`config.mk`:
```
export PLATFORM = sky130hd
export DESIGN_NAME = poi_mac
export DESIGN_NICKNAME = d
export VERILOG_FILES = /design/src/poi_pkg.sv /design/src/poi_mac.sv
export SDC_FILE = /design/constraint.sdc
export NUM_CORES = 2
export LEC_CHECK = 0
export ABC_AREA = 1
export BUFFER_PORTS_ARGS = -buffer_cell sky130_fd_sc_hd__buf_2
export CORE_UTILIZATION = 39
export DETAILED_ROUTE_END_ITERATION = 12
export GPL_TIMING_DRIVEN = 0
export HOLD_SLACK_MARGIN = 0.15
export PLACE_DENSITY = 0.55
export SLEW_MARGIN = 20
export SYNTH_ARGS = -nofsm -noshare
export SYNTH_HDL_FRONTEND = slang
export SYNTH_SLANG_ARGS = --single-unit
```
`constraint.sdc`:
```
create_clock -name clk -period 15.95 [get_ports clk]
set_input_delay 3.19 -clock clk [delete_from_list [all_inputs] [get_ports clk]]
set_output_delay 3.19 -clock clk [all_outputs]
set_load 0.01 [all_outputs]
```
`src/poi_pkg.sv`:
```
// ----------------------------------------------------------------------------
// Planar odometry integrator package
// Shared widths, types, constants and arithmetic helpers for the pose
// integrator, its CORDIC rotator and its multiply-accumulate unit.
// ----------------------------------------------------------------------------
package poi_pkg;

  localparam int TRIG_BITS    = 16;
  localparam int TRIG_F       = TRIG_BITS - 2;
  localparam int QUAT_BITS    = 16;
  localparam int QUAT_F       = QUAT_BITS - 2;

  localparam int VEL_W        = 24;
  localparam int DT_W         = 20;
  localparam int GAIN_W       = 16;
  localparam int POS_W        = 48;
  localparam int HEAD_W       = 32;

  localparam int CORDIC_ITERS = 30;
  localparam int ITER_W       = $clog2(CORDIC_ITERS);
  localparam int CS_W         = 33;
  localparam int Z_W          = 32;
  localparam int ATAN_W       = 30;

  localparam int MUL_W        = 26;
  localparam int PROD_W       = 2 * MUL_W;
  localparam int ACC_W        = 64;
  localparam int RX_W         = VEL_W + 2;
  localparam int DPOS_W       = RX_W + 2;
  localparam int P1_W         = VEL_W + GAIN_W;
  localparam int P2_W         = P1_W + 1;

  typedef logic signed [VEL_W-1:0]     vel_t;
  typedef logic        [DT_W-1:0]      dt_t;
  typedef logic signed [GAIN_W-1:0]    gain_t;
  typedef logic signed [POS_W-1:0]     pos_t;
  typedef logic        [HEAD_W-1:0]    head_t;
  typedef logic signed [QUAT_BITS-1:0] quat_t;
  typedef logic signed [TRIG_BITS-1:0] trig_t;
  typedef logic signed [CS_W-1:0]      cs_t;
  typedef logic signed [Z_W-1:0]       z_t;
  typedef logic        [ITER_W-1:0]    iter_t;
  typedef logic signed [MUL_W-1:0]     mul_t;
  typedef logic signed [PROD_W-1:0]    prod_t;
  typedef logic signed [ACC_W-1:0]     acc_t;
  typedef logic signed [RX_W-1:0]      rx_t;
  typedef logic signed [DPOS_W-1:0]    dpos_t;
  typedef logic signed [P1_W-1:0]      p1_t;
  typedef logic signed [P2_W-1:0]      p2_t;

  localparam gain_t GAIN_RESET    = GAIN_W'(4096);
  localparam cs_t   CORDIC_K0     = CS_W'(652032874);
  localparam z_t    Z_QUARTER     = Z_W'(64'h4000_0000);
  localparam iter_t CORDIC_LAST   = ITER_W'(CORDIC_ITERS - 1);
  localparam mul_t  INV_HALF_PI   = MUL_W'(2670177);
  localparam pos_t  POS_MAX       = {1'b0, {(POS_W-1){1'b1}}};
  localparam pos_t  POS_MIN       = {1'b1, {(POS_W-1){1'b0}}};

  // Sequencer steps of the multiply-accumulate pass.
  typedef logic [3:0] step_t;
  localparam step_t MS_VXC  = 4'd0;
  localparam step_t MS_VYS  = 4'd1;
  localparam step_t MS_VXS  = 4'd2;
  localparam step_t MS_VYC  = 4'd3;
  localparam step_t MS_GAIN = 4'd4;
  localparam step_t MS_RXDT = 4'd5;
  localparam step_t MS_RYDT = 4'd6;
  localparam step_t MS_P1HI = 4'd7;
  localparam step_t MS_P1LO = 4'd8;
  localparam step_t MS_POSY = 4'd9;
  localparam step_t MS_P2   = 4'd10;
  localparam step_t MS_P2HI = 4'd11;
  localparam step_t MS_P2LO = 4'd12;
  localparam step_t MS_WAIT = 4'd13;
  localparam step_t MS_HEAD = 4'd14;
  localparam step_t MS_QUAT = 4'd15;

  typedef struct packed {
    logic en;
    logic clr;
    logic sub;
    logic shl;
  } mac_op_t;

  typedef struct packed {
    logic done;
    cs_t  cos_v;
    cs_t  sin_v;
  } trig_res_t;

  function automatic logic [ATAN_W-1:0] atan_turn(input iter_t idx);
    case (idx)
      5'd0:    return 30'd536870912;
      5'd1:    return 30'd316933406;
      5'd2:    return 30'd167458907;
      5'd3:    return 30'd85004756;
      5'd4:    return 30'd42667331;
      5'd5:    return 30'd21354465;
      5'd6:    return 30'd10679838;
      5'd7:    return 30'd5340245;
      5'd8:    return 30'd2670163;
      5'd9:    return 30'd1335087;
      5'd10:   return 30'd667544;
      5'd11:   return 30'd333772;
      5'd12:   return 30'd166886;
      5'd13:   return 30'd83443;
      5'd14:   return 30'd41722;
      5'd15:   return 30'd20861;
      5'd16:   return 30'd10430;
      5'd17:   return 30'd5215;
      5'd18:   return 30'd2608;
      5'd19:   return 30'd1304;
      5'd20:   return 30'd652;
      5'd21:   return 30'd326;
      5'd22:   return 30'd163;
      5'd23:   return 30'd81;
      5'd24:   return 30'd41;
      5'd25:   return 30'd20;
      5'd26:   return 30'd10;
      5'd27:   return 30'd5;
      5'd28:   return 30'd3;
      5'd29:   return 30'd1;
      default: return 30'd0;
    endcase
  endfunction

  // Rounds a CORDIC result with 30 fraction bits to f fraction bits and
  // clamps it to plus or minus one.
  function automatic logic signed [CS_W:0] round_unit(input cs_t v, input int f);
    logic signed [CS_W:0] half;
    logic signed [CS_W:0] one;
    logic signed [CS_W:0] t;
    half = '0;
    half[29 - f] = 1'b1;
    one = '0;
    one[f] = 1'b1;
    t = ((CS_W+1)'(v) + half) >>> (30 - f);
    if (t > one) begin
      t = one;
    end else if (t < -one) begin
      t = -one;
    end
    return t;
  endfunction

  function automatic acc_t round_acc(input acc_t v, input int s);
    acc_t half;
    half = '0;
    half[s - 1] = 1'b1;
    return (v + half) >>> s;
  endfunction

  function automatic pos_t sat_pos(input pos_t p, input dpos_t d);
    logic signed [POS_W:0] sum;
    sum = (POS_W+1)'(p) + (POS_W+1)'(d);
    if (sum[POS_W] != sum[POS_W-1]) begin
      return sum[POS_W] ? POS_MIN : POS_MAX;
    end
    return sum[POS_W-1:0];
  endfunction

endpackage

```
`src/poi_mac.sv`:
```
// ----------------------------------------------------------------------------
// Shared multiply-accumulate unit
// One registered signed multiplier followed by a 64-bit accumulator that
// clears, adds or subtracts the product, optionally shifted by the time scale.
// ----------------------------------------------------------------------------
module poi_mac (
  input  logic             clk,
  input  logic             rst_n,
  input  poi_pkg::mac_op_t op,
  input  poi_pkg::mul_t    a,
  input  poi_pkg::mul_t    b,
  output poi_pkg::acc_t    acc
);

  poi_pkg::mac_op_t op_r;
  poi_pkg::prod_t   prod_r;
  poi_pkg::acc_t    acc_r;
  poi_pkg::acc_t    acc_nxt;

  always_comb begin
    poi_pkg::acc_t term;
    poi_pkg::acc_t base;
    term = poi_pkg::ACC_W'(prod_r);
    if (op_r.shl) begin
      term = term <<< poi_pkg::DT_W;
    end
    base = op_r.clr ? '0 : acc_r;
    acc_nxt = op_r.sub ? (base - term) : (base + term);
  end

  always_ff @(posedge clk) begin
    if (!rst_n) begin
      op_r <= '0;
    end else begin
      op_r <= op;
    end
    prod_r <= a * b;
    if (op_r.en) begin
      acc_r <= acc_nxt;
    end
  end

  assign acc = acc_r;

endmodule

```
==> flow_summary.toml <==
[worst_hold_path]
whs_path_depth = 0
hp-class = "reg2reg"

[synth]
syn_area_sq_um = 37300
avgSynthCellArea_sq_um = 7.172
synth_seq_cells = 120
synthCells = 5201
syn_nets = 6180
yosysSeqAreaShare_pct = 8.157
yosysWarningCount = 0
netlist-cell-type-count = 42

[timing]
slew_headroom_pct = 20.49
fmax_mhz = 90.32
period_needed_ps = 11070
rsz0062_at_grt = "no"
tightest_slew_ps = 1193
period_share_pct = 69.42
setup-violations-final = 0
finalClockSkew_ps = 12.92
finalMaxSlewViolations = 0
tns_ps = 0
finalHoldViolCount = 0

[die]
ios = 122
die-area_sq_um = 96890
num_rows = 113
dieHeight_microns = 311.3
die_w_microns = 311.3
core_sq_um = 94870
initial_utilization_pct = 39.32

[final_layout]
multiInputGateArea_sq_um = 28020
drive_above_1_share_pct = 3.394
nets = 6270
final_common_cell = "inv_1"
final_area_sq_um = 39880
area_growth_pct = 6.913
regArea_sq_um = 3047
final_util_pct = 42.04
layout_common_cells = "1,443 x inv_1, 1,370 x nand2_1, 710 x fa_1, 405 x nor2_1, 210 x ha_1"
n_fill_cell = 10030

[grt]
overflow = 0
grt_max_degree = 54
antenna_found_initial = 3
grt_pass1_vias = 33550
grt_usage_pct = 29.72
grt_pass1_wl_microns = 211900

[routing]
dr.pass1.iters = 8
avgViaCountPerCell = 5.029
avgRoutedWirePerCell_microns = 21.63
drc = 0
dr.first_iter.drc_count = 2910
wl_microns = 142100
vias = 33040
ant_nets = 0

[clocking]
clk_pin_slew_ps = 70
cts_resized = 0
numCtsBuffers = 17
clock_latency_ps = 460
ctsHoldBuffers = 0
clockBufferDepth = 2
post_cts.repair.setup_buffers = 0
cts_tree = "yes"
clock_sinks = 120
htree_num_levels = 4
root_buffer = "clkbuf_16"

[place]
gp_congestion = 1.003
portBuffers = 70
placed_area_sq_um = 39280
dpl.hpwl_microns = 121200

[critical_path]
cp.required_ps = 16250
path_max_fanout = 10
startpoint_type = "input port"
worstSetupPathType = "in2reg"
ff2ff_path_depth = 21
end_kind = "flop"
critical_path_arrival_ps = 11370

[outcome]
status = "complete, no violations"

[job]
cap_viol_max_count = 0
[sequential cells by signal, indices dropped and copies added (netlist names)]
name    cells
acc        64
prod_r     52
op_r        4
[cells by family after synthesis]
kind of cell               after synthesis  synth area share [%]
AOI/OAI and AO/OA                      354                 5.051
xor gates and xnor gates               128                 3.005
adders and majority gates              921                 45.20
buffers and inverters                 1640                 16.73
DFF                                    120                 8.157
and+or+nand+nor                       2038                 21.86
[stage by stage]
stage | std cells | hold WS, ps | setup WS (ps)
after global routing | 6569 | 609.8 | 4628
after detailed placement | 6537 | 585.0 | 4507
after global placement | 6536 | 822.6 | 4248
after floorplan | 5201 | 781.3 | 6751
final | 6571 | 598.3 | 4878
after CTS | 6569 | 602.2 | 4982
[layer usage]
layer  share of wire (%)  wire length (microns)  global-route usage (%)
met5                   0                      0                       0
met4                 3.8                   5381                   10.29
met3                 9.3                  13200                   5.857
met2                  44                  62820                   47.02
met1                  43                  60720                   40.48
[Yosys cell counts]
| cell | number | area share (%) |
|---|---|---|
| buf_1 | 1 | 0.010 |
| edfxtp_1 | 64 | 5.2 |
| nand2b_1 | 2 | 0.034 |
| o21ai_0 | 119 | 1.6 |
| clkbuf_1 | 170 | 1.7 |
| nand4_1 | 41 | 0.69 |
| o211ai_1 | 1 | 0.020 |
| nand2_2 | 13 | 0.22 |
| buf_6 | 6 | 0.18 |
| inv_6 | 1 | 0.023 |
| o21ai_2 | 2 | 0.047 |
| nand3_2 | 2 | 0.054 |
| nand3b_1 | 7 | 0.14 |
| nor2_2 | 10 | 0.17 |
| nand2_1 | 1370 | 14 |
| nor4_1 | 10 | 0.17 |
| o21a_1 | 6 | 0.12 |
| a31oi_1 | 8 | 0.13 |
| o21ai_1 | 27 | 0.36 |
| a21o_1 | 8 | 0.16 |
| a21boi_0 | 6 | 0.12 |
| buf_8 | 1 | 0.040 |
| nor3_2 | 1 | 0.027 |
| inv_1 | 1443 | 15 |
| a21oi_1 | 160 | 2.1 |
| nor2_4 | 4 | 0.12 |
| nor3_1 | 26 | 0.35 |
| dfxtp_1 | 56 | 3.0 |
| buf_2 | 3 | 0.040 |
| xnor2_1 | 41 | 0.96 |
| buf_12 | 1 | 0.054 |
| and3_1 | 3 | 0.050 |
| nor2_1 | 405 | 4.1 |
| fa_1 | 711 | 38 |
| nand2_4 | 1 | 0.030 |
| nand3_1 | 134 | 1.8 |
| xor2_1 | 87 | 2.0 |
| inv_2 | 13 | 0.13 |
| buf_4 | 1 | 0.020 |
| or2_2 | 9 | 0.15 |
| ha_1 | 210 | 7.0 |
| o21bai_1 | 17 | 0.34 |
[worst paths after layout]
kind,start,to,slack [ps]
worst max-delay path,b[3],prod_r[51],4880
worst min-delay path,op_r[3],acc[2],600
worst min register to register,op_r[3],acc[2],600
worst max register to register,op_r[0],acc[45],10910
[cell type report]
type	instances	area share, %
inverter	1457	13.73
multi-input combinational	3441	70.26
antenna	2	0.01255
clock inverter	14	0.3702
sequential	120	7.639
timing repair buffer	71	0.9474
buffer	183	1.945
tap	1265	3.969
clock buffer	18	1.129
[worst max-delay path, stage by stage]
cell and delay (ps):
clkbuf_1 670, clkbuf_1 810, nand2_1 100, inv_1 150, fa_1 590, fa_1 660
fa_1 790, inv_1 320, fa_1 530, fa_1 540, inv_1 50, fa_1 470
inv_1 50, fa_1 500, inv_1 50, ha_1 360, a21oi_1 230, o21ai_0 200
a21oi_1 160, nand2_1 120, a21oi_1 140, nand3_1 320, nand3_1 160, nand2_1 160
Power is not shown: default switching activity piles up to over one toggle a cycle in this logic, so the estimate is an artifact.
