$ cat config.mk
export PLATFORM = sky130hd
export DESIGN_NAME = poi_cordic
export DESIGN_NICKNAME = d
export VERILOG_FILES = /design/src/poi_pkg.sv /design/src/poi_cordic.sv
export SDC_FILE = /design/constraint.sdc
export NUM_CORES = 1
export LEC_CHECK = 0
export ABC_CLOCK_PERIOD_IN_PS = 12400
export BUFFER_PORTS_ARGS = -buffer_cell sky130_fd_sc_hd__buf_2
export CORE_ASPECT_RATIO = 0.5
export CORE_MARGIN = 5
export CORE_UTILIZATION = 50
export CTS_BUF_LIST = sky130_fd_sc_hd__clkbuf_8
export DETAILED_ROUTE_END_ITERATION = 10
export PLACE_DENSITY = 0.63
export SYNTH_ARGS = -nofsm -noshare
export SYNTH_HDL_FRONTEND = slang
export SYNTH_SLANG_ARGS = --single-unit
$ cat constraint.sdc
create_clock -name clk -period 12.4 [get_ports clk]
set_input_delay 2.48 -clock clk [delete_from_list [all_inputs] [get_ports clk]]
set_output_delay 2.48 -clock clk [all_outputs]
set_load 0.01 [all_outputs]
$ cat src/poi_pkg.sv
// ----------------------------------------------------------------------------
// Planar odometry integrator package
// Shared widths, types, constants and arithmetic helpers for the pose
// integrator, its CORDIC rotator and its multiply-accumulate unit.
// ----------------------------------------------------------------------------
package poi_pkg;

  localparam int TRIG_BITS    = 16;
  localparam int TRIG_F       = TRIG_BITS - 2;
  localparam int QUAT_BITS    = 16;
  localparam int QUAT_F       = QUAT_BITS - 2;

  localparam int VEL_W        = 24;
  localparam int DT_W         = 20;
  localparam int GAIN_W       = 16;
  localparam int POS_W        = 48;
  localparam int HEAD_W       = 32;

  localparam int CORDIC_ITERS = 30;
  localparam int ITER_W       = $clog2(CORDIC_ITERS);
  localparam int CS_W         = 33;
  localparam int Z_W          = 32;
  localparam int ATAN_W       = 30;

  localparam int MUL_W        = 26;
  localparam int PROD_W       = 2 * MUL_W;
  localparam int ACC_W        = 64;
  localparam int RX_W         = VEL_W + 2;
  localparam int DPOS_W       = RX_W + 2;
  localparam int P1_W         = VEL_W + GAIN_W;
  localparam int P2_W         = P1_W + 1;

  typedef logic signed [VEL_W-1:0]     vel_t;
  typedef logic        [DT_W-1:0]      dt_t;
  typedef logic signed [GAIN_W-1:0]    gain_t;
  typedef logic signed [POS_W-1:0]     pos_t;
  typedef logic        [HEAD_W-1:0]    head_t;
  typedef logic signed [QUAT_BITS-1:0] quat_t;
  typedef logic signed [TRIG_BITS-1:0] trig_t;
  typedef logic signed [CS_W-1:0]      cs_t;
  typedef logic signed [Z_W-1:0]       z_t;
  typedef logic        [ITER_W-1:0]    iter_t;
  typedef logic signed [MUL_W-1:0]     mul_t;
  typedef logic signed [PROD_W-1:0]    prod_t;
  typedef logic signed [ACC_W-1:0]     acc_t;
  typedef logic signed [RX_W-1:0]      rx_t;
  typedef logic signed [DPOS_W-1:0]    dpos_t;
  typedef logic signed [P1_W-1:0]      p1_t;
  typedef logic signed [P2_W-1:0]      p2_t;

  localparam gain_t GAIN_RESET    = GAIN_W'(4096);
  localparam cs_t   CORDIC_K0     = CS_W'(652032874);
  localparam z_t    Z_QUARTER     = Z_W'(64'h4000_0000);
  localparam iter_t CORDIC_LAST   = ITER_W'(CORDIC_ITERS - 1);
  localparam mul_t  INV_HALF_PI   = MUL_W'(2670177);
  localparam pos_t  POS_MAX       = {1'b0, {(POS_W-1){1'b1}}};
  localparam pos_t  POS_MIN       = {1'b1, {(POS_W-1){1'b0}}};

  // Sequencer steps of the multiply-accumulate pass.
  typedef logic [3:0] step_t;
  localparam step_t MS_VXC  = 4'd0;
  localparam step_t MS_VYS  = 4'd1;
  localparam step_t MS_VXS  = 4'd2;
  localparam step_t MS_VYC  = 4'd3;
  localparam step_t MS_GAIN = 4'd4;
  localparam step_t MS_RXDT = 4'd5;
  localparam step_t MS_RYDT = 4'd6;
  localparam step_t MS_P1HI = 4'd7;
  localparam step_t MS_P1LO = 4'd8;
  localparam step_t MS_POSY = 4'd9;
  localparam step_t MS_P2   = 4'd10;
  localparam step_t MS_P2HI = 4'd11;
  localparam step_t MS_P2LO = 4'd12;
  localparam step_t MS_WAIT = 4'd13;
  localparam step_t MS_HEAD = 4'd14;
  localparam step_t MS_QUAT = 4'd15;

  typedef struct packed {
    logic en;
    logic clr;
    logic sub;
    logic shl;
  } mac_op_t;

  typedef struct packed {
    logic done;
    cs_t  cos_v;
    cs_t  sin_v;
  } trig_res_t;

  function automatic logic [ATAN_W-1:0] atan_turn(input iter_t idx);
    case (idx)
      5'd0:    return 30'd536870912;
      5'd1:    return 30'd316933406;
      5'd2:    return 30'd167458907;
      5'd3:    return 30'd85004756;
      5'd4:    return 30'd42667331;
      5'd5:    return 30'd21354465;
      5'd6:    return 30'd10679838;
      5'd7:    return 30'd5340245;
      5'd8:    return 30'd2670163;
      5'd9:    return 30'd1335087;
      5'd10:   return 30'd667544;
      5'd11:   return 30'd333772;
      5'd12:   return 30'd166886;
      5'd13:   return 30'd83443;
      5'd14:   return 30'd41722;
      5'd15:   return 30'd20861;
      5'd16:   return 30'd10430;
      5'd17:   return 30'd5215;
      5'd18:   return 30'd2608;
      5'd19:   return 30'd1304;
      5'd20:   return 30'd652;
      5'd21:   return 30'd326;
      5'd22:   return 30'd163;
      5'd23:   return 30'd81;
      5'd24:   return 30'd41;
      5'd25:   return 30'd20;
      5'd26:   return 30'd10;
      5'd27:   return 30'd5;
      5'd28:   return 30'd3;
      5'd29:   return 30'd1;
      default: return 30'd0;
    endcase
  endfunction

  // Rounds a CORDIC result with 30 fraction bits to f fraction bits and
  // clamps it to plus or minus one.
  function automatic logic signed [CS_W:0] round_unit(input cs_t v, input int f);
    logic signed [CS_W:0] half;
    logic signed [CS_W:0] one;
    logic signed [CS_W:0] t;
    half = '0;
    half[29 - f] = 1'b1;
    one = '0;
    one[f] = 1'b1;
    t = ((CS_W+1)'(v) + half) >>> (30 - f);
    if (t > one) begin
      t = one;
    end else if (t < -one) begin
      t = -one;
    end
    return t;
  endfunction

  function automatic acc_t round_acc(input acc_t v, input int s);
    acc_t half;
    half = '0;
    half[s - 1] = 1'b1;
    return (v + half) >>> s;
  endfunction

  function automatic pos_t sat_pos(input pos_t p, input dpos_t d);
    logic signed [POS_W:0] sum;
    sum = (POS_W+1)'(p) + (POS_W+1)'(d);
    if (sum[POS_W] != sum[POS_W-1]) begin
      return sum[POS_W] ? POS_MIN : POS_MAX;
    end
    return sum[POS_W-1:0];
  endfunction

endpackage

$ cat src/poi_cordic.sv
// ----------------------------------------------------------------------------
// Iterative CORDIC rotator
// Computes cosine and sine of a binary angle, one micro-rotation per cycle,
// after reduction to the nearest quadrant.
// ----------------------------------------------------------------------------
module poi_cordic (
  input  logic               clk,
  input  logic               rst_n,
  input  logic               start,
  input  poi_pkg::head_t     angle,
  output poi_pkg::trig_res_t res
);

  logic           busy_r;
  logic           done_r;
  poi_pkg::iter_t iter_r;
  logic [1:0]     q_r;
  poi_pkg::cs_t   x_r;
  poi_pkg::cs_t   y_r;
  poi_pkg::z_t    z_r;

  logic [1:0]     q_in;
  poi_pkg::z_t    z_in;
  poi_pkg::cs_t   dx;
  poi_pkg::cs_t   dy;
  poi_pkg::z_t    at;

  always_comb begin
    if (angle[29]) begin
      z_in = poi_pkg::z_t'({2'b00, angle[29:0]}) - poi_pkg::Z_QUARTER;
      q_in = angle[31:30] + 2'd1;
    end else begin
      z_in = poi_pkg::z_t'({2'b00, angle[29:0]});
      q_in = angle[31:30];
    end
  end

  assign dx = y_r >>> iter_r;
  assign dy = x_r >>> iter_r;
  assign at = poi_pkg::z_t'({2'b00, poi_pkg::atan_turn(iter_r)});

  always_ff @(posedge clk) begin
    if (!rst_n) begin
      busy_r <= 1'b0;
      done_r <= 1'b0;
      iter_r <= '0;
    end else begin
      done_r <= 1'b0;
      if (start) begin
        busy_r <= 1'b1;
        iter_r <= '0;
        x_r    <= poi_pkg::CORDIC_K0;
        y_r    <= '0;
        z_r    <= z_in;
        q_r    <= q_in;
      end else if (busy_r) begin
        if (!z_r[poi_pkg::Z_W-1]) begin
          x_r <= x_r - dx;
          y_r <= y_r + dy;
          z_r <= z_r - at;
        end else begin
          x_r <= x_r + dx;
          y_r <= y_r - dy;
          z_r <= z_r + at;
        end
        iter_r <= iter_r + 1'b1;
        if (iter_r == poi_pkg::CORDIC_LAST) begin
          busy_r <= 1'b0;
          done_r <= 1'b1;
        end
      end
    end
  end

  always_comb begin
    res.done = done_r;
    unique case (q_r)
      2'd0: begin
        res.cos_v = x_r;
        res.sin_v = y_r;
      end
      2'd1: begin
        res.cos_v = -y_r;
        res.sin_v = x_r;
      end
      2'd2: begin
        res.cos_v = -x_r;
        res.sin_v = -y_r;
      end
      default: begin
        res.cos_v = y_r;
        res.sin_v = -x_r;
      end
    endcase
  end

endmodule

==> flow_metrics.py, run 1 <==
metrics = {
    "status": {
        "outcome": "finished, final reports clean",
    },
    "placed_design": {
        "gp_congestion": 0.976,
        "portBuffers": 101,
        "dp_hpwl_mm": 48.3,
        "placed_cells": 2958,
        "dpl_cell_area_mm2": 0.0205,
    },
    "synthesis": {
        "synth-edff-count": 100,
        "synth_cells": 2491,
        "yosys_warnings": 0,
        "ys_seq_area_share_pct": 18.8,
        "syn_nets": 2639,
        "synth-seq-cells": 137,
        "async_flop_share_pct": 0,
        "yosys.cell_types.count": 91,
        "avgSynthCellArea_um2": 8.00,
        "syn-cell-area_mm2": 0.0199,
        "synthFlopType": "edfxtp_1",
    },
    "pwr": {
        "finalPower_uw": 4080,
        "pwr_density_cell_mw_per_mm2": 196,
        "vdd_drop_max_uv": 88.4,
        "p_leak_uw": 0.00815,
    },
    "drt": {
        "wl_per_cell_um": 22.0,
        "vias_per_cell": 6.50,
        "drtAntennaViolNets": 0,
        "post-route-drc-count": 0,
        "drt_iter0_drc": 2181,
        "drt_wl_total_mm": 65.9,
        "vias": 19400,
        "drt-pass1-iter-count": 5,
    },
    "setup_path": {
        "cp_max_fo": 74,
        "r2r_slack_ns": 5.03,
        "worstReg2RegEnd": "x_r[32]",
        "ff2ff_path_depth": 20,
        "cp-end-kind": "register",
        "cp.arrival_ns": 7.74,
        "criticalPathCategory": "reg2reg",
        "timing.rr.start": "iter_r[1]",
        "startpoint_type": "register",
        "critPathRequiredTime_ns": 12.77,
    },
    "global_route": {
        "antenna_found_initial": 2,
        "grt.total_usage_pct": 28.9,
        "grt-ovfl-total": 0,
        "first_global_vias": 18000,
        "grt_pass1_wl_mm": 101,
        "grt_max_degree": 103,
    },
    "clock_network": {
        "cts_root_buffer": "clkbuf_8",
        "cts.sinks": 137,
        "cts_buffers": 17,
        "cts.repair.resized": 0,
        "clkLatencyLatePin_ns": 0.52,
        "path_clk_slew_ns": 0.09,
        "holdBufCountCts": 0,
        "tritoncts": "done",
        "cts_setup_buffers": 0,
        "ctsLongestPathBuffers": 2,
        "ctsHtreeMaxLevel": 4,
    },
    "layout": {
        "finalNonFillerCells": 2991,
        "nNetsFinal": 2595,
        "stdcell_area_mm2": 0.0209,
        "drive_gt1_share_pct": 13.4,
        "area_delta_synth_final_pct": 4.83,
    },
    "timing": {
        "post-route-period-util_pct": 59.5,
        "clock_skew_ns": 0.0245,
        "rsz0062_at_grt": "false",
        "worstMarginPinSlew_ns": 1.09,
        "drv_slew": 0,
        "max_slew_margin_pct": 27.4,
        "hold_slack_ns": 0.618,
        "setup_viol": 0,
        "timing.fmax_ghz": 0.136,
        "tns_ns": 0,
        "hold_viol_final": 0,
        "layout_min_cycle_time_ns": 7.37,
    },
    "worst_hold_path": {
        "hold_path.class": "reg2reg",
        "holdPathEnd": "done_r",
        "hold_depth": 2,
        "worst_hold_startpoint": "busy_r",
    },
    "floorplan": {
        "die_x_um": 292,
        "start_util_pct": 50.9,
        "io_pins": 102,
        "core_mm2": 0.0391,
        "die_y_um": 151,
        "rows": 51,
        "dieArea_mm2": 0.0442,
    },
    "job": {
        "maxCapViolations": 0,
    },
}
-- cells in the mapped netlist, drive strengths merged (6+ instances only) --
library cell    n  area share [%]
ha            110             6.9
mux2i          64             3.2
nand2b         33             1.0
nand4          12            0.41
o31ai          20            0.75
and2           26            0.82
a2111oi         6            0.26
a221oi         18            0.79
mux4           91              10
dfxtp          37             3.7
nand3          49             1.2
mux2           31             1.8
a211o           9            0.40
or4            14            0.53
nand2         243             4.6
a21oi         188             4.7
inv            50            0.94
nor3b           9            0.34
a21boi          6            0.23
nor4           18            0.63
nor3           52             1.4
xnor2         127             5.6
o21bai         17            0.64
o211ai         25            0.94
o22ai          21            0.66
o2111ai         6            0.26
a22oi          14            0.53
nor2          278             5.2
o21a           19            0.72
a311oi          6            0.26
edfxtp        100              15
or3            32             1.0
a31oi          32             1.0
or2            20            0.63
a21o           61             2.3
clkbuf        140             2.6
o31a            6            0.26
xor2          109             4.8
buf            54             1.7
a211oi         29             1.2
nor2b          26            0.82
and3           16            0.50
o21ai         196             4.9
-- logic make-up after synthesis --
kind of cell	count (synthesis)	synth area share, %
adders and majority gates	113	7.21
and+or+nand+nor	840	19.7
muxes	186	15.3
AOI/OAI and AO/OA	732	23.4
xor gates and xnor gates	236	10.4
DFF	137	18.8
buffers and inverters	247	5.29
-- flip-flops by register name, indices dropped and copies added (netlist names) --
signal and count:
q_r 2, at 30, busy_r 1, z_r 32, done_r 1, y_r 33
iter_r 5, x_r 33
-- where the power goes --
| group | switching, uW | total (uW) | internal, uW |
|---|---|---|---|
| Sequential | 290 | 934 | 645 |
| Clock | 220 | 402 | 182 |
| Combinational | 1540 | 2750 | 1210 |
-- cell type report --
type / instances / area (um^2)
fill: 3728 / 18200
multi-input combinational: 2107 / 15100
sequential: 137 / 3760
timing repair buffer: 131 / 733
tap: 530 / 663
clock buffer: 17 / 234
inverter: 53 / 199
clock inverter: 15 / 164
antenna: 1 / 2.50
-- critical path, cell delays in order, from the launching register on --
cell and delay (ns):
dfxtp_4 0.89, buf_4 0.90, mux4_2 0.59, mux2_2 0.30
mux2_2 0.32, mux2i_1 0.24, ha_1 0.24, nand4_1 0.15
or4_1 0.54, o21ai_0 0.25, xnor2_1 0.09, ha_1 0.39
nand3_1 0.10, or2_2 0.33, nor4_1 0.56, o2111ai_1 0.29
a31oi_1 0.31, o31a_1 0.20, o22ai_1 0.09, or2_2 0.27
mux2i_1 0.12
-- through the flow --
step	util (%)	worst slack, ns
final	53.4	5.03
after global routing	53.4	4.38
after CTS	53.4	5.01
after detailed placement	52.4	5.01
after global placement	52.4	5.21
after floorplan	-	6.41
-- worst max path at each step --
stage               startpoint       to  slack (ns)  cells past startpoint
floorplan              x_r[13]  res[64]        6.41                     11
detailed placement   iter_r[1]  x_r[32]        5.01                     20
finish               iter_r[1]  x_r[32]        5.03                     20
global placement     iter_r[1]  x_r[32]        5.21                     20
CTS                  iter_r[1]  x_r[32]        5.01                     20
global route         iter_r[1]  x_r[32]        4.38                     20
-- routing by layer --
| metal | wire [um] | part of all wire [%] | global-route usage (%) |
|---|---|---|---|
| met5 | 13 | 0.020 | 0 |
| met4 | 1910 | 2.9 | 9.38 |
| met1 | 28200 | 43 | 39.1 |
| met2 | 28500 | 43 | 45.6 |
| met3 | 7220 | 11 | 7.44 |
-- layout by cell type (no fill, tap or decap), drive strengths merged, types with 25 or more instances in the layout --
master / count
nor3: 52
a31oi: 32
o211ai: 25
mux2: 31
ha: 110
nand2: 243
buf: 131
inv: 57
mux2i: 64
a21o: 61
xnor2: 127
dfxtp: 37
a21oi: 188
a211oi: 29
xor2: 109
and2: 26
nand2b: 33
nor2: 278
nor2b: 26
nand3: 49
mux4: 91
o21ai: 196
or3: 32
edfxtp: 100
Note: power is estimated with default switching activity, not from simulation.
==> inputs of run 2 (changes only) <==
--- a/config.mk
+++ b/config.mk
@@ -5,7 +5,7 @@
 export SDC_FILE = /design/constraint.sdc
 export NUM_CORES = 1
 export LEC_CHECK = 0
-export ABC_CLOCK_PERIOD_IN_PS = 12400
+export ABC_CLOCK_PERIOD_IN_PS = 7450
 export BUFFER_PORTS_ARGS = -buffer_cell sky130_fd_sc_hd__buf_2
 export CORE_ASPECT_RATIO = 0.5
 export CORE_MARGIN = 5
==> constraint.sdc (replaced) <==
create_clock -name clk -period 7.45 [get_ports clk]
set_input_delay 1.49 -clock clk [delete_from_list [all_inputs] [get_ports clk]]
set_output_delay 1.49 -clock clk [all_outputs]
set_load 0.01 [all_outputs]
==> run 2 against run 1 <==
Worst hold slack better by 0.029 ns. Setup slack worse by 4.4 ns. Fmax is 8.4% higher. Critical path type unchanged. Die area stayed put. Sequential power is 73% higher. Largest cell class unchanged. Highest routed layer unchanged. Combinational power is 66% higher. Global-route usage is 0.87 points higher. Design area is 0.21% higher. Power is 66% higher. Wire length is 2.3% higher. Clock power is 52% higher.
==> flow_metrics.py, run 2 (same netlist as run 1, synthesis figures left out) <==
metrics = {
    "status": {
        "outcome": "finished, final reports clean",
    },
    "timing": {
        "hold_viol_final": 0,
        "layout_min_cycle_time_ns": 6.80,
        "clock_skew_ns": 0.0257,
        "setup_viol": 0,
        "hold_slack_ns": 0.648,
        "tns_ns": 0,
        "worstMarginPinSlew_ns": 1.01,
        "rsz0062_at_grt": "false",
        "drv_slew": 0,
        "post-route-period-util_pct": 91.3,
        "timing.fmax_ghz": 0.147,
        "max_slew_margin_pct": 31.6,
    },
    "setup_path": {
        "cp_max_fo": 65,
        "timing.rr.start": "iter_r[1]",
        "worstReg2RegEnd": "x_r[32]",
        "cp-end-kind": "register",
        "ff2ff_path_depth": 19,
        "critPathRequiredTime_ns": 7.81,
        "startpoint_type": "register",
        "r2r_slack_ns": 0.65,
        "criticalPathCategory": "reg2reg",
        "cp.arrival_ns": 7.16,
    },
    "drt": {
        "drt_wl_total_mm": 67.4,
        "drtAntennaViolNets": 0,
        "wl_per_cell_um": 22.5,
        "vias": 19500,
        "drt_iter0_drc": 2181,
        "drt-pass1-iter-count": 8,
        "vias_per_cell": 6.51,
        "post-route-drc-count": 0,
    },
    "layout": {
        "stdcell_area_mm2": 0.0209,
        "multi_input_area_mm2": 0.0151,
        "diodes": 0,
        "seq_area_mm2": 0.00376,
        "nFillCells": 3764,
        "area_delta_synth_final_pct": 5.05,
        "final_cell_mix": "nor2_1, nand2_1, a21oi_1",
        "nNetsFinal": 2604,
        "reg_top3": "x_r x33, y_r x33, z_r x32",
        "layout_commonest_cell": "nor2_1",
        "drive_gt1_share_pct": 13.6,
    },
    "clock_network": {
        "clkLatencyLatePin_ns": 0.51,
        "cts_root_buffer": "clkbuf_8",
        "ctsHtreeMaxLevel": 4,
        "cts.sinks": 137,
        "holdBufCountCts": 0,
        "cts_buffers": 17,
        "tritoncts": "done",
        "cts.repair.resized": 0,
        "ctsLongestPathBuffers": 2,
        "cts_setup_buffers": 0,
        "path_clk_slew_ns": 0.10,
    },
    "pwr": {
        "pwr_density_cell_mw_per_mm2": 324,
        "p_leak_uw": 0.00820,
        "sw_frac_of_total_pct": 50.7,
        "pwr-share-comb_pct": 67.2,
        "switchingPower_uw": 3440,
        "seq_power_share_pct": 23.8,
        "finalPower_uw": 6790,
        "vdd_drop_max_uv": 146,
        "p_int_uw": 3350,
        "power.share.clock_pct": 9.0,
    },
    "global_route": {
        "grt_pass1_wl_mm": 103,
        "grt_max_degree": 117,
        "grt-ovfl-total": 0,
        "first_global_vias": 18100,
        "antenna_found_initial": 3,
        "grt.total_usage_pct": 29.8,
    },
    "floorplan": {
        "rows": 51,
        "start_util_pct": 50.9,
        "die_x_um": 292,
        "core_mm2": 0.0391,
        "die_y_um": 151,
        "dieArea_mm2": 0.0442,
        "io_pins": 102,
    },
    "worst_hold_path": {
        "worst_hold_startpoint": "busy_r",
        "hold_depth": 2,
        "hold_path.class": "reg2reg",
        "holdPathEnd": "done_r",
    },
    "placed_design": {
        "gp_congestion": 0.982,
        "dp_hpwl_mm": 50.6,
        "dpl_cell_area_mm2": 0.0206,
        "portBuffers": 101,
    },
    "job": {
        "maxCapViolations": 0,
    },
}
run 2: cell count changes in the layout (fill, tap and decap cells not counted), sizes merged:
cell      delta
buf          +9
bufinv       -2
clkbuf       +2
clkinv       -2
clkinvlp     -3
diode        -1
inv          +5
run 2: worst max path at each step:
stage,startpoint,depth (start not counted),endpoint
floorplan,iter_r[1],23,x_r[32]
global placement,iter_r[1],19,x_r[32]
detailed placement,iter_r[1],19,x_r[32]
CTS,iter_r[1],19,x_r[32]
global route,iter_r[1],19,x_r[32]
finish,iter_r[1],19,x_r[32]
run 2: power by group through the flow:
stage	combinational [uW]	clock [uW]	sequential, uW
after CTS	4510	624	1570
after global routing	5030	657	1620
after detailed placement	4480	0	1580
after global placement	4470	0	1580
after floorplan	3670	0	1190
final	4560	611	1620
run 2: metal layers:
metal / vias up / wire (um) / GRT usage (%)
met5: - / 30 / 0
met4: 4 / 2200 / 9.81
met3: 150 / 7850 / 8.98
met2: 1050 / 28500 / 46.2
met1: 9170 / 28800 / 40.0
li1: 9141 / - / -
run 2: final cells by class:
class	count	area share [%]
multi-input combinational	2107	72.3
sequential	137	18.0
timing repair buffer	140	3.95
tap	530	3.17
clock buffer	19	1.25
inverter	53	0.951
clock inverter	13	0.430
run 2: metrics by stage:
step                      worst slack (ns)  instances  util, %
after floorplan                       1.64       2491        -
after global placement               0.916       2967     52.6
after detailed placement             0.783       2967     52.6
after CTS                            0.744       2999     53.5
after global routing                 0.170       2999     53.5
final                                0.647       2999     53.5
run 2: worst max-delay path, stage by stage, from the launching register on:
cell and delay, ns:
dfxtp_4 1.01, buf_4 0.44, mux4_2 0.39, mux4_2 0.49
mux2i_1 0.26, ha_1 0.23, nand4_1 0.16, or4_1 0.54
o21ai_0 0.24, xnor2_1 0.10, ha_1 0.38, nand3_1 0.11
or2_2 0.34, nor4_1 0.58, o2111ai_1 0.34, a31oi_1 0.33
o31a_1 0.19, o22ai_1 0.10, or2_2 0.28, mux2i_1 0.12
